[config.mk]
export PLATFORM = sky130hd
export DESIGN_NAME = swssu_ram
export DESIGN_NICKNAME = d
export VERILOG_FILES = /design/src/rtl/swssu_ram.sv
export SDC_FILE = /design/constraint.sdc
export NUM_CORES = 1
export LEC_CHECK = 0
export BUFFER_PORTS_ARGS = -buffer_cell sky130_fd_sc_hd__buf_4
export CAP_MARGIN = 20
export CORE_MARGIN = 2
export CORE_UTILIZATION = 39
export DETAILED_ROUTE_END_ITERATION = 10
export GPL_TIMING_DRIVEN = 0
export PLACE_DENSITY_LB_ADDON = 0.1
export SETUP_SLACK_MARGIN = 0.02
export SKIP_LAST_GASP = 1
export SYNTH_ARGS = -nofsm -noshare
export SYNTH_HDL_FRONTEND = slang
export SYNTH_SLANG_ARGS = --single-unit
[constraint.sdc]
create_clock -name clk_i -period 1.7 [get_ports clk_i]
set_input_delay 0.255 -clock clk_i [delete_from_list [all_inputs] [get_ports clk_i]]
set_output_delay 0.255 -clock clk_i [all_outputs]
set_load 0.005 [all_outputs]
[src/rtl/swssu_ram.sv]
// Generic single-write, single-read synchronous RAM with a registered read port.
// No dependencies.
`default_nettype none

module swssu_ram #(
  parameter int unsigned Width = 8,
  parameter int unsigned Depth = 16
) (
  input  wire logic                     clk_i,
  input  wire logic                     we_i,
  input  wire logic [$clog2(Depth)-1:0] waddr_i,
  input  wire logic [Width-1:0]         wdata_i,
  input  wire logic                     re_i,
  input  wire logic [$clog2(Depth)-1:0] raddr_i,
  output logic      [Width-1:0]         rdata_o
);

  logic [Width-1:0] mem_q [Depth];

  always_ff @(posedge clk_i) begin
    if (we_i) begin
      mem_q[waddr_i] <= wdata_i;
    end
    if (re_i) begin
      rdata_o <= mem_q[raddr_i];
    end
  end

endmodule

`default_nettype wire

=== Word level (Yosys, flattened, before mapping) ===
Memory sizes are Yosys's and may differ from the RTL's. A register that Yosys moved wholly into a read port is not among the register bits.
Cells that the tools add are included.

* Memories: 1
* Output and inout port bits: 8
* Memory bits (writable): 128
* Input bits: 19
* Bits in latches: 0
* Bits in registers: 0
* Logic and storage cells: 3
* Memory bits (read-only): 0

* Eq/ne operators: 0
* Add/sub/neg operators: 0
* Multiply operators: 0
* Shift operators: 0
* Div/mod/pow operators: 0
* Mux-type cells: 2
* Reductions and logical operators: 0
* Order comparisons: 0
* Bitwise logic cells: 0

{| class="wikitable"
|+ Memories
! memory !! depth !! width !! rd ports !! clocked after Yosys merged registers in !! write ports !! line !! RTL
|-
| mem_q || 16 || 8 || 1 || 1 || 1 || 18 || <nowiki>logic [Width-1:0] mem_q [Depth];</nowiki>
|}

{| class="wikitable"
|+ Operators by type and width
! operator !! count
|-
| 1-bit 2-to-1 mux || 2
|}

=== Depth between registers and ports, before layout ===
* Word-level depth: 2
* Mapped depth: 5
* Mapped depth without buffers: 3

=== Worst setup path after synthesis ===
Ideal clock, no wire load.

* Path kind: input to register
* Start point: input port waddr_i[2]
* End point: memory mem_q[0][0] (enable)
* Data arrival time: 1365 ps
* Required time: 1317 ps
* Buffers on the path: 0
* Stages on the path: 2
* Setup slack: -48 ps
* Setup time: 383 ps
* Cell sequence: or3b_2 > nor3_1

{| class="wikitable"
|+ RTL lines
! element !! line !! RTL
|-
| from (decl) || 11 || <nowiki>input wire logic [$clog2(Depth)-1:0] waddr_i,</nowiki>
|-
| to (decl) || 18 ||
|}

No word-level cell before the write port.

==> results.md <==
* Status: completed
* Drt total wl at around 11000 um
* Routed via count at around 2300
* Sequential area share after synthesis at just under 80%
* CP startpoint: mem_q[1][3]
* GRT Util Overall at 16.4%
* Crit path to: rdata_o[3]
* Mapped Cells at around 230
* Share of cells above drive strength 1 at 27.5%
* DRC viols at 0
* Dpl cells at 432
* Reg area at 0.00408 mm2
* Dpl ws at -289 ps
* Max incr delay on CP at between 500 and 600 ps
* Number of global-route vias before repair at between 2000 and 2500
* Fin. Hold Viols at 0
* CP Depth at 3
* Initial DRC Count at between 200 and 250
* DRT antenna net count at 0
* Max Transition Viols Final at 0
* CORE AREA at 0.0132 mm2
* Num rows at 42
* Final core occ at between 40% and 50%
* Pwr Density at approximately 1200 mW/mm2
* R2R depth at 3
* Multi-input logic area at about 0.0011 mm2
* Actual slew at the worst max-slew pin at approximately 830 ps
* Layout Cells excl Fill at around 460
* Num ports at 27
* Synth cell types at 18
* Clk sinks at between 100 and 150
* Crit path DAT at roughly 1800 ps
* R2R setup slack at between 60 and 70 ps
* Wire length per cell at 22.7 um
* Slowest cell on crit path: mux4_1
* Fin crit share at between 90% and 100%
* Combinational power share at under 10%
* Die area at between 0.01 and 0.015 mm2
* Syn Area/Cell at 22.8 um2
* Setup violations, final at 0
* Clock network power share at between 40% and 50%
* Sw Pwr at 1440 uW
* Die X at between 100 and 150 um
* R2r endpoint: rdata_o[3]
* Internal power at 5770 uW
* Worst Path Required at approximately 1900 ps
* Max VDD drop at 0.821 mV
* Highest Clock Rate at 612 MHz
* Crit Path Class: reg -> reg
* Clock slew at reported path FFs at about 50 ps
* Top cell family by delay on the critical path: multiplexers
* First-pass GRT wire length at between 15000 and 20000 um
* Worst setup EP type: flop
* CP cell instances: mux4_1 > a22oi_1 > nand2_1
* Total grt overflow at 0
* Pin count of the biggest net entering global routing at 17
* Layout fillers at 1123
* Worst R2R Start: mem_q[1][3]
* Max Buffers Root-to-Sink at 2
* Tmin final at 1630 ps
* Syn_nets at 248
* Cell Area, Placed at between 0.005 and 0.006 mm2
* Maxcap violations at 0
* Clock skew at between 6 and 7 ps
* Critical Path Fanout Max at 1
* CP bufs+invs at 0
* Final setup margin at roughly 67 ps
* Clock root buffer: clkbuf_16
* DR pass1 iterations at 4
* Hold crit path type: in -> reg
* Max-slew headroom at a little over two fifths
* IO buf count at 25
* Seq cells post-synth at 136
* Initial cell density of the core at 39.6%
* RSZ-0062 raised after global routing: false
* Htree depth at 4
* Die H at around 120 um
* Leakage at between 0.002 and 0.0025 uW
* Via density per instance at ~5
* Clk_lat worst skew at approximately 400 ps
* Fin nets at approximately 290
* Initial antenna violation count at 0
* CTS tree: done
* Register share of total power at 52.7%
* # diodes at 0
* Cell Area, Synth at ~0.0052 mm2
* CTS Buf Count at 17
* HPWL after detailed placement at about 6800 um
* Yosys warns at 0
* Placer Congestion at 0.716
* Synth-to-layout area growth at 17.5%
* Sw Ratio at around a fifth
* Worst setup SP type: flop
* Setup Fix Bufs, Post-CTS at 0
* # hold bufs at CTS at 0
* Design area at approximately 0.006 mm2
worst min-delay path by stage:
stage,slack (ps),from,endpoint,cells after the start
finish,120,re_i,rdata_o[1],1
global route,110,re_i,rdata_o[3],1
CTS,110,re_i,rdata_o[4],1
detailed placement,550,re_i,rdata_o[4],1
global placement,550,re_i,rdata_o[2],1
floorplan,350,wdata_i[0],mem_q[0][0],0
sequential cells by signal, summed over array words and instances (netlist names):
signal,flops
mem_q,128
rdata_o,8
layout by cell type, fill, tap and decap left out:
cell	Yosys	routed
and2_1	1	1
buf_2	3	5
clkbuf_1	0	7
nor2b_1	1	1
nor2_1	13	13
nand3_1	1	1
buf_4	1	26
or3b_2	1	1
edfxtp_1	136	136
buf_6	3	3
clkbuf_16	0	17
nand2_1	9	9
nand2b_1	2	2
nand3b_1	2	2
nor3_1	4	2
mux4_2	18	18
clkinv_1	0	4
nor3_2	0	2
mux4_1	14	14
a22oi_2	0	1
clkdlybuf4s25_2	3	3
and2b_1	1	1
a22oi_1	16	15
clkinv_2	0	3
power groups by stage:
stage	combinational (uW)	clock, uW	sequential [uW]
2_1_floorplan	191	0	3860
3_3_place_gp	384	0	3860
3_5_place_dp	389	0	3870
4_1_cts	389	3090	3800
5_1_grt	413	3260	3800
6_report	380	3030	3800
cells in the mapped netlist:
library cell / n / area share, %
a22oi_1: 16 / 2.3
and2_1: 1 / 0.12
and2b_1: 1 / 0.14
buf_2: 3 / 0.29
buf_4: 1 / 0.14
buf_6: 3 / 0.65
clkdlybuf4s25_2: 3 / 0.57
edfxtp_1: 136 / 78
mux4_1: 14 / 7.0
mux4_2: 18 / 7.8
nand2_1: 9 / 0.65
nand2b_1: 2 / 0.24
nand3_1: 1 / 0.096
nand3b_1: 2 / 0.29
nor2_1: 13 / 0.93
nor2b_1: 1 / 0.12
nor3_1: 4 / 0.38
or3b_2: 1 / 0.17
cell families (layout without fill, tap and decap cells):
| logic type | after synthesis | after routing | synth area share, % |
|---|---|---|---|
| flops | 136 | 136 | 78.1 |
| simple gates | 35 | 35 | 3.14 |
| buf+inv | 10 | 68 | 1.65 |
| mux | 32 | 32 | 14.8 |
| compound gates | 16 | 16 | 2.30 |
timing repair:
item,CTS,global route
resized for setup,0,1
endpoints found under the hold margin,0,0
endpoints found under the setup margin,0,1
metrics by stage:
stage	hold WS, ps	TNS (ps)	power [uW]
2_1_floorplan	354	0	4050
6_report	123	0	7210
3_5_place_dp	546	-10480	4250
3_3_place_gp	546	-19050	4250
4_1_cts	112	0	7280
5_1_grt	106	0	7470
layer usage:
metal	wire, um	vias up	track usage [%]
met5	0	-	0
met1	4930	1193	21.4
met4	148	0	6.10
li1	-	1074	-
met2	4890	60	24.2
met3	555	12	7.32
final cells by class:
type | instances | area share (%)
tap | 176 | 3.59
multi-input combinational | 83 | 17.5
sequential | 136 | 66.5
clock buffer | 24 | 7.35
clock inverter | 7 | 0.489
buffer | 10 | 1.41
timing repair buffer | 27 | 3.22
No activity file was read; power rests on OpenSTA's default activity.
