===== config.mk =====
export PLATFORM = sky130hd
export DESIGN_NAME = swssu_div
export DESIGN_NICKNAME = d
export VERILOG_FILES = /design/src/rtl/swssu_div.sv
export SDC_FILE = /design/constraint.sdc
export NUM_CORES = 1
export LEC_CHECK = 0
export ABC_AREA = 1
export BUFFER_PORTS_ARGS = -buffer_cell sky130_fd_sc_hd__buf_2
export CAP_MARGIN = 20
export CORE_ASPECT_RATIO = 1.5
export CORE_MARGIN = 3
export CORE_UTILIZATION = 41
export CTS_CLUSTER_SIZE = 30
export DETAILED_ROUTE_END_ITERATION = 8
export PLACE_DENSITY = 0.65
export SYNTH_ARGS = -nofsm -noshare
export SYNTH_HDL_FRONTEND = slang
export SYNTH_SLANG_ARGS = --single-unit

===== constraint.sdc =====
create_clock -name clk_i -period 3.25 [get_ports clk_i]
set_input_delay 0.65 -clock clk_i [delete_from_list [all_inputs] [get_ports clk_i]]
set_output_delay 0.65 -clock clk_i [all_outputs]
set_load 0.02 [all_outputs]

===== src/rtl/swssu_div.sv =====
// Bit-serial restoring divider, one quotient bit per cycle.
// Depends on nothing but its parameters.
`default_nettype none

module swssu_div #(
  parameter int unsigned DividendW = 32,
  parameter int unsigned DivisorW  = 8
) (
  input  wire logic                 clk_i,
  input  wire logic                 rst_ni,
  input  wire logic                 start_i,
  input  wire logic [DividendW-1:0] dividend_i,
  input  wire logic [DivisorW-1:0]  divisor_i,
  output logic                      done_o,
  output logic      [DividendW-1:0] quotient_o
);

  localparam int unsigned CntW = (DividendW > 1) ? $clog2(DividendW) : 1;
  localparam logic [CntW-1:0] LastStep = CntW'(DividendW - 1);

  logic                 busy_q, busy_d;
  logic                 done_q, done_d;
  logic [CntW-1:0]      cnt_q, cnt_d;
  logic [DivisorW-1:0]  rem_q, rem_d;
  logic [DivisorW-1:0]  div_q, div_d;
  logic [DividendW-1:0] quo_q, quo_d;
  logic [DivisorW:0]    rem_sh;
  logic [DivisorW:0]    rem_sub;
  logic                 ge;

  assign rem_sh  = {rem_q, quo_q[DividendW-1]};
  assign rem_sub = rem_sh - {1'b0, div_q};
  assign ge      = (rem_sh >= {1'b0, div_q});

  always_comb begin
    busy_d = busy_q;
    done_d = 1'b0;
    cnt_d  = cnt_q;
    rem_d  = rem_q;
    div_d  = div_q;
    quo_d  = quo_q;
    if (start_i) begin
      busy_d = 1'b1;
      cnt_d  = '0;
      rem_d  = '0;
      div_d  = divisor_i;
      quo_d  = dividend_i;
    end else if (busy_q) begin
      rem_d = ge ? rem_sub[DivisorW-1:0] : rem_sh[DivisorW-1:0];
      quo_d = {quo_q[DividendW-2:0], ge};
      cnt_d = cnt_q + CntW'(1);
      if (cnt_q == LastStep) begin
        busy_d = 1'b0;
        done_d = 1'b1;
      end
    end
  end

  always_ff @(posedge clk_i or negedge rst_ni) begin
    if (!rst_ni) begin
      busy_q <= 1'b0;
      done_q <= 1'b0;
      cnt_q  <= '0;
    end else begin
      busy_q <= busy_d;
      done_q <= done_d;
      cnt_q  <= cnt_d;
    end
  end

  always_ff @(posedge clk_i) begin
    rem_q <= rem_d;
    div_q <= div_d;
    quo_q <= quo_d;
  end

  assign done_o     = done_q;
  assign quotient_o = quo_q;

endmodule

`default_nettype wire


Word-level counts from Yosys, hierarchy flattened --
Index checks and enable logic that the tools add are counted.
Word-level totals: flip-flop bits (word level) 55, input port bits 43, output and inout port bits 33, word-level logic and storage cells 22
Operators by class: add/sub/neg operators 2, order comparisons 1, equality and inequality tests 1, mux-type cells 11, reductions and logical operators 1
Operator list (number):
- two-way mux 32 bit | 2
- two-way mux 5 bit | 2
- >= comparator 9 x 8 -> 1 bit | 1
- two-way mux 8 bit | 1
- subtractor 8 bit | 1
- two-way mux 1 bit | 6
- adder 5 x 1 -> 5 bit, second input constant | 1
- equality test 5 bit, second input constant | 1
- nonzero test 2 bit | 1

Longest topological paths before layout --
Gate-level depths: netlist (run 1).
word-level depth 4, depth in mapped cells 12, gate-level depth less buffers 12

Worst setup path after synthesis (run 1) --
Ideal clock, no wire load.
kind input port to flip-flop, start point in start_i, end point reg quo_q[0] (netlist: quotient_o[0]), enable pin, arrival time 1365 ps, setup slack 1512 ps, cell stages on the path 3, cell sequence buf_2 > nor2_2 > inv_2
Between the ends: longest elaborated chain between the ends 1
Ends and longest elaborated chain:
- from (decl) | line 11 | input wire logic start_i,
- nonzero test 2 bit (no source line)
- to (signal assigned) | line 74 | quo_q <= quo_d;
- to (decl) | line 26 | logic [DividendW-1:0] quo_q, quo_d;
No other way between the ends. A chain may end at the register's enable or synchronous reset.

Worst setup path after layout (run 1) --
start point in start_i, end point reg quo_q[11] (netlist: quotient_o[11]), enable pin
The elaborated chain is that of the path after synthesis.

==> results of run 1 <==
==> report_power, final <==
part	switching, mW	leakage (nW)	internal (mW)
registers	0.0641	0.586	0.851
logic	0.398	1.06	0.255
clock network	0.205	0.0422	0.152
total	0.667	1.69	1.26
==> final timing paths <==
kind                            cells after the start             end           start
worst min register to register                      2        rem_q[6]        rem_q[6]
max in group asynchronous                           1        cnt_q[4]          rst_ni
worst max register to register                     10        rem_q[4]  quotient_o[31]
min in group clk_i                                  2        rem_q[6]        rem_q[6]
worst min-delay path                                1        cnt_q[0]          rst_ni
worst max-delay path                                3  quotient_o[11]         start_i
==> worst max-delay path: cells and delay by family <==
family                 cells  cell delay (ps)
AND/OR/NAND/NOR            1              180
buffers and inverters      2              890
==> logic make-up (layout without fill, tap and decap cells) <==
| family | count (synthesis) | in the layout | synth area share, % |
|---|---|---|---|
| and+or+nand+nor | 191 | 191 | 30.4 |
| adders and majority gates | 11 | 11 | 5.29 |
| AOI/OAI and AO/OA | 9 | 9 | 2.28 |
| DFF | 55 | 55 | 56.0 |
| xor gates and xnor gates | 3 | 3 | 0.958 |
| buffers and inverters | 36 | 113 | 5.11 |
==> area by class of cell <==
cell class	instances	area share (%)
inverters	29	3.33
clock inverters	1	0.153
well taps	74	2.83
flip-flops and latches	55	47.0
clock buffers	7	2.33
repair buffers	76	11.7
multi-input cells	214	32.6
==> cell usage after synthesis, drive strengths merged <==
master,count
nand3b,7
nor3,6
a22o,1
nand2,148
clkbuf,3
nand3,17
nor2,10
dfrtp,7
xnor2,1
edfxtp,40
nand4,1
ha,10
clkinv,2
xor2,2
fa,1
nor4,1
dfxtp,8
inv,27
o21ai,2
a21oi,4
buf,4
or2,1
a31oi,2
==> per-layer routing <==
| metal | GRT usage, % | part of all wire [%] | vias to the layer above |
|---|---|---|---|
| met5 | 0 | 0 | - |
| met4 | 3.96 | 0.43 | 0 |
| met3 | 3.22 | 6.1 | 2 |
| met2 | 25.8 | 49 | 67 |
| met1 | 20.4 | 44 | 1002 |
| li1 | - | - | 1132 |
==> registers in the layout, summed over array words and instances (netlist names) <==
name and count:
done_o 1, quotient_o 32, rem_q 8, div_q 8, busy_q 1, cnt_q 5
==> stage by stage <==
| step | total power, mW | worst slack [ps] | cells | instance area, um2 |
|---|---|---|---|---|
| floorplan | 1.41 | 1510 | 305 | 2740 |
| global placement | 1.58 | 1120 | 448 | 3190 |
| detailed placement | 1.58 | 1100 | 448 | 3190 |
| CTS | 1.94 | 1420 | 456 | 3270 |
| global route | 2.07 | 1340 | 456 | 3270 |
| finish | 1.92 | 1440 | 456 | 3270 |
==> run metrics, run 1 <==
die width 72.8 um; commonest non-fill, non-tap cells in the layout nand2_1, buf_2, edfxtp_1, inv_1, nand3_1; vias 2203; Synth Register Bits 55; full die area 7730 um2; Max Cap Viol 0; Critical Path Fanout Max 33; Final Hold Vio Count 0; yosys warns 0; crit path DAT 1750 ps; Ports 76; row cnt 35; area share of the leading cell type in the synthesized netlist 43.8%; initial antenna violation count 0; Post-Synthesis Cell Area around 2700 um2; share of cells above drive strength 1 25.7%; leakage power 1.69 nW; Port Buffers 75; RSZ-0062 raised after global routing no; area of the core around 6300 um2; Worst Tran Pin Value 677 ps; clock sinks 55; DP HPWL between 4 and 5 mm; status completed; antenna viol nets, final 0; clk root buf clkbuf_8; Setup Buffers After CTS 0; DRC Markers 0; die height 106 um; clk_lat worst skew 300 ps; CP startpoint kind primary input; Min-Delay Path Class in -> async; Critical Path, Cell by Cell buf_2 > nor2_2 > inv_2; Total Routing Usage GR ~16%; Final Skew 4.63 ps; reg-to-reg setup timing slack 1500 ps; first-pass GRT wire length 9.62 mm; Multi-input gate area between 1000 and 1500 um2; H-Tree Level Count 2; Crit Path Class in -> reg; final slew viol count 0; TritonCTS buffer count 5; effective utilization at floorplan a little over two fifths; CTS Hold Bufs 0; DR vias/cell between 4 and 5; Setup Viol. Count Final 0; Yosys top cell by area edfxtp_1; Avg Cell Area, Syn 9.00 um2; fin util 51.8%; post-DR wirelength/cell 12.6 um; CP peak stage delay 540 ps; Initial DRC Count 96; commonest non-fill, non-tap cell in the layout nand2_1; Worst slew margin 54.8%; Synth Instances 305; slowest stage cell on the critical path inv_2; drt total wl 5.77 mm; Fin Hold WS between 150 and 200 ps; TNS Setup 0 ps; post-CTS sizing 0; Synthesized Nets 359; final worst path period need about 1800 ps; Nets ~440; CTS tree yes; clock buffer depth 2; power density over the cells 589 nW/um2; Seq/Total Area, Yosys 56.0%; GPL Wtd Cong 0.800; Pre-Repair DR Iteration Count 4; FILL cells 629; clk slew on worst S/H paths about 90 ps; synth top area cells edfxtp_1, nand2_1, dfrtp_1; kind of end point of the critical path register; maximum clock frequency 553 MHz; FF/Latch Area 1540 um2; fin crit share a little under three fifths; largest net degree at the start of global routing 35; synth unique cells 31; vias in the first global route 2096; Area growth syn-to-layout 19.2%; WP data required around 3200 ps; ant diodes 0; Max rail drop VDD 0.000312 V; Remaining Overflow, GRT 0
Note: power is estimated with default switching activity, not from simulation.
==> run 2: changes to the inputs <==
==> constraint.sdc (replaced) <==
create_clock -name clk_i -period 1.8 [get_ports clk_i]
set_input_delay 0.36 -clock clk_i [delete_from_list [all_inputs] [get_ports clk_i]]
set_output_delay 0.36 -clock clk_i [all_outputs]
set_load 0.02 [all_outputs]
==> run 2 against run 1 <==
Setup slack lost 1300 ps. Cell count grew 1.3%. Via count grew 2.2%. Register-to-register slack lost 1300 ps. Non-clock buffer count grew 6. Total power grew 87%. Worst hold slack gained 60 ps. Clock power grew 97%. Sequential power grew 80%. Global-route usage grew 0.98 points. First-iteration DRC count grew 19%. Final area grew 2.7%. Critical path type is now reg -> reg. Critical endpoint is now rem_q[5]. Highest routed layer unchanged.
==> run metrics, run 2 (synthesized netlist as in run 1, its figures left out) <==
global-route met2 utilization between 20 and 30%; Critical Path, Cell by Cell inv_1 > ha_1 > or2_4 > nand3_2 > nand2_2 > nand2_4 > nand2_4 > nand2_1 > nand3_1 > nand2_1; TritonCTS buffer count 5; Final Skew just over 8 ps; area of the core 6310 um2; leakage power 1.73 nW; vias 2252; R2R depth 10; die height 106 um; first-pass GRT wire length 10.2 mm; Crit Path Class reg -> reg; Pre-Repair DR Iteration Count 4; WP data required between 2000 and 2500 ps; Max rail drop VDD between 0.0005 and 0.0006 V; drt total wl ~5.9 mm; R2R Path End rem_q[5]; clk slew on worst S/H paths roughly 100 ps; maximum clock frequency approximately 610 MHz; Critical Path Fanout Max 10; reg-to-reg setup timing slack 160 ps; min-delay src divisor_i[0]; H-Tree Level Count 2; full die area 7730 um2; clock sinks 55; ant diodes 0; effective utilization at floorplan 43.5%; Buf/Inv on CP 1; Most Crowded Layer GR met2; Setup Viol. Count Final 0; CTS tree yes; RSZ-0062 raised after global routing no; Port Buffers 75; kind of end point of the critical path register; clk root buf clkbuf_8; DP HPWL 4.59 mm; CP peak stage delay 340 ps; clk_lat worst skew ~310 ps; vias in the first global route 2317; initial antenna violation count 0; Worst slew margin 64.3%; DR vias/cell 4.87; status completed; power density over the cells 1070 nW/um2; commonest non-fill, non-tap cells in the layout nand2_1, buf_2, edfxtp_1, inv_1, nand3_1; post-DR wirelength/cell 12.9 um; Max Cap Viol 0; Total Routing Usage GR around 17%; Multi-input gate area 1070 um2; cell family with most CP delay simple AND/OR/NAND/NOR gates; Nets 441; Final Hold Vio Count 0; Hold Path End div_q[0]; met3 Use GR 4.45%; TNS Setup 0 ps; commonest non-fill, non-tap cell in the layout nand2_1; fin util between 50% and 60%; row cnt 35; Remaining Overflow, GRT 0; clock buffer depth 2; GPL Wtd Cong 0.835; slowest stage cell on the critical path edfxtp_1; fin crit share 91.2%; largest net degree at the start of global routing 35; crit path DAT 1890 ps; antenna viol nets, final 0; Largest register FFs 32; final slew viol count 0; Ports 76; routing usage on met1 between 10% and 20%; die width 72.8 um; Area growth syn-to-layout 22.3%; CP startpoint kind register; share of cells above drive strength 1 27.1%; DRC Markers 0; Worst Tran Pin Value 535 ps; Critical R2R Launch div_q[2]; Min-Delay Path Class in -> reg; hold-critical path depth 1; Crit. Startpoint div_q[2]; Initial DRC Count 114; FILL cells 644; FF/Latch Area about 1500 um2; final worst path period need about 1600 ps
run 2: cell count changes in the layout (fill, tap and decap cells not counted), sizes merged:
| cell | change |
|---|---|
| buf | +5 |
| clkbuf | -1 |
| clkinvlp | +1 |
| dlygate4sd3 | +1 |
run 2: worst max path at each step:
stage                          to  cells past startpoint
finish                   rem_q[5]                     10
global route             rem_q[1]                     10
CTS                      rem_q[5]                     11
detailed placement  quotient_o[0]                      8
global placement         rem_q[6]                     11
floorplan                rem_q[4]                     10
run 2: final cells by class:
type                            count  area share [%]
Clock buffer                        6            2.46
Clock inverter                      2           0.335
Inverter                           29            3.24
Tap cell                           74            2.76
Multi-Input combinational cell    214            31.9
Timing Repair Buffer               82            13.6
Sequential cell                    55            45.8
run 2: stage by stage:
step | power, mW | hold WS, ps | worst slack [ps] | instances | cell area, um2
6_report | 3.60 | 223 | 159 | 462 | 3360
5_1_grt | 3.87 | 209 | 14.0 | 462 | 3360
4_1_cts | 3.58 | 215 | 128 | 461 | 3330
3_5_place_dp | 2.87 | 202 | 147 | 452 | 3230
3_3_place_gp | 2.86 | 202 | 174 | 452 | 3230
2_1_floorplan | 2.54 | 64.4 | 82.9 | 305 | 2740
run 2: worst reg2reg max path: cells and delay by family, from the launching register on:
family,cells,cell delay [ps]
AND/OR/NAND/NOR,8,870
flip-flops,1,340
adder cells (fa/ha/maj),1,340
buffers and inverters,1,40
run 2: layer usage:
layer,vias up,part of all wire [%],wire length [um]
met5,-,0,0
met4,0,2.0,119
met3,12,7.6,450
met2,77,51,3040
met1,1020,39,2330
li1,1143,-,-
run 2: timing repair:
item,4_1_cts,5_1_grt
endpoints found under the hold margin,7,0
gates resized for setup,0,1
buffers inserted,0,1
endpoints found under the setup margin,0,9
hold buffers,1,0
run 2: power breakdown:
group	internal, mW	switching, mW
Clock	0.308	0.396
Sequential	1.54	0.113
Combinational	0.515	0.730
==> run 3: changes to the inputs <==
==> constraint.sdc (replaced) <==
create_clock -name clk_i -period 1.8 [get_ports clk_i]
set_input_delay 0.45 -clock clk_i [delete_from_list [all_inputs] [get_ports clk_i]]
set_output_delay 0.45 -clock clk_i [all_outputs]
set_load 0.02 [all_outputs]
==> run 3 against run 2 <==
Global-route usage hardly changed. Die area is the same. Clock-buffer cell count stayed put. Cell count rose by 0.65%. Wire length up 3.0%. Total power is essentially flat. Clock power is 4.4% lower. Register-to-register slack worse by 40 ps. Critical endpoint is now rem_q[6].
==> run metrics, run 3 (synthesized netlist as in run 1, its figures left out) <==
status completed; GPL Wtd Cong 0.826; clk root buf clkbuf_8; Pre-Repair DR Iteration Count 4; area of the core approximately 6300 um2; crit path DAT 1940 ps; Final Hold Vio Count 0; Final Cell Area 3370 um2; Setup Viol. Count Final 0; ant diodes 0; Crit Path Class reg -> reg; CP startpoint kind register; antenna viol nets, final 0; Nets 444; die width 72.8 um; commonest non-fill, non-tap cell in the layout nand2_1; Area growth syn-to-layout 22.8%; clock sinks 55; final worst path period need around 1700 ps; FILL cells 601; most frequent cell on the critical path nand2_1; vias 2266; clk_lat worst skew between 300 and 400 ps; post-route insts no fill 465; maximum clock frequency 595 MHz; fin util 53.4%; CP peak stage delay ~330 ps; effective utilization at floorplan 43.5%; Ports 76; Pwr Total 3.60 mW; Critical Path Fanout Max 10; WP data required 2060 ps; Final Skew 6.46 ps; Fin Hold WS 310 ps; commonest non-fill, non-tap cells in the layout nand2_1, buf_2, edfxtp_1, inv_1, nand3_1; DRC Markers 0; H-Tree Level Count 2; Total Routing Usage GR between 10% and 20%; Worst slew margin 81.6%; DR vias/cell 4.87; initial antenna violation count 0; Min-Delay Path Class in -> reg; slowest stage cell on the critical path edfxtp_1; Remaining Overflow, GRT 0; power density over the cells between 1000 and 1500 nW/um2; CTS tree yes; share of cells above drive strength 1 27.4%; Max Cap Viol 0; die height 106 um; first-pass GRT wire length 10.2 mm; Largest register FFs 32; DP HPWL 4.55 mm; vias in the first global route between 2000 and 2500; leakage power between 1.5 and 2 nW; Max rail drop VDD 0.000447 V; kind of end point of the critical path register; area post-placement about 3200 um2; final slew viol count 0; Worst Tran Pin Value 276 ps; Critical Path, Cell by Cell inv_1 > ha_1 > nand2_1 > nand2_1 > nand2_1 > nand2_2 > a21oi_4 > buf_12 > nand2_4 > nand2_1 > nand3_1 > nand2_1; post-CTS sizing 0; Port Buffers 75; post-DR wirelength/cell approximately 13 um; Initial DRC Count 120; largest net degree at the start of global routing 35; drt total wl 6.12 mm; clk slew on worst S/H paths 100 ps; TritonCTS buffer count 5; placed insts 454; full die area 7730 um2; clock buffer depth 2; fin crit share 93.4%; row cnt 35
run 3: cell types whose count changed in the layout (fill, tap and decap cells not counted), sizes merged:
cell  before  now
buf       81   84
run 3: worst max-delay path: cells and delay by family (launching register included):
kind	cells	cell delay, ps
flops	1	330
fa+ha+maj	1	330
buf+inv	2	180
simple gates	8	640
compound gates	1	140
run 3: final cells by class:
| class | instances | area, um2 | area share, % |
|---|---|---|---|
| inverter | 29 | 109 | 3.23 |
| sequential | 55 | 1540 | 45.6 |
| tap | 74 | 92.6 | 2.75 |
| multi-input combinational | 214 | 1070 | 31.7 |
| timing repair buffer | 85 | 478 | 14.2 |
| clock inverter | 2 | 12.5 | 0.371 |
| clock buffer | 6 | 72.6 | 2.15 |
run 3: per-stage QoR:
step           setup slack, ps  setup TNS [ps]
2_1_floorplan             82.9               0
3_3_place_gp               175               0
3_5_place_dp               136               0
4_1_cts                    117               0
5_1_grt                  -49.3            -251
6_report                   119               0
run 3: final timing paths:
kind	start	to	slack [ps]	cells past startpoint
max	div_q[6]	rem_q[6]	120	12
max reg2reg	div_q[6]	rem_q[6]	120	12
min in group asynchronous	rst_ni	done_o	490	2
min reg2reg	rem_q[2]	rem_q[2]	480	2
min	divisor_i[3]	div_q[3]	310	1
max in group asynchronous	rst_ni	cnt_q[3]	1150	2
run 3: repair_timing:
action | in CTS | in global routing
hold buffers | 1 | 0
hold endpoints to repair | 7 | 0
setup endpoints to repair | 0 | 9
setup buffers | 0 | 2
run 3: per-layer routing:
metal  global-route usage, %  routed length [um]
met2                    28.2                3080
met4                    6.86                 190
met3                    4.07                 406
met5                       0                   0
met1                    19.4                2440
run 3: report_power, final:
group	switching [mW]	internal (mW)	leakage (nW)
sequential	0.112	1.54	0.586
combinational	0.752	0.522	1.12
clock	0.401	0.273	0.0412
total	1.27	2.33	1.74
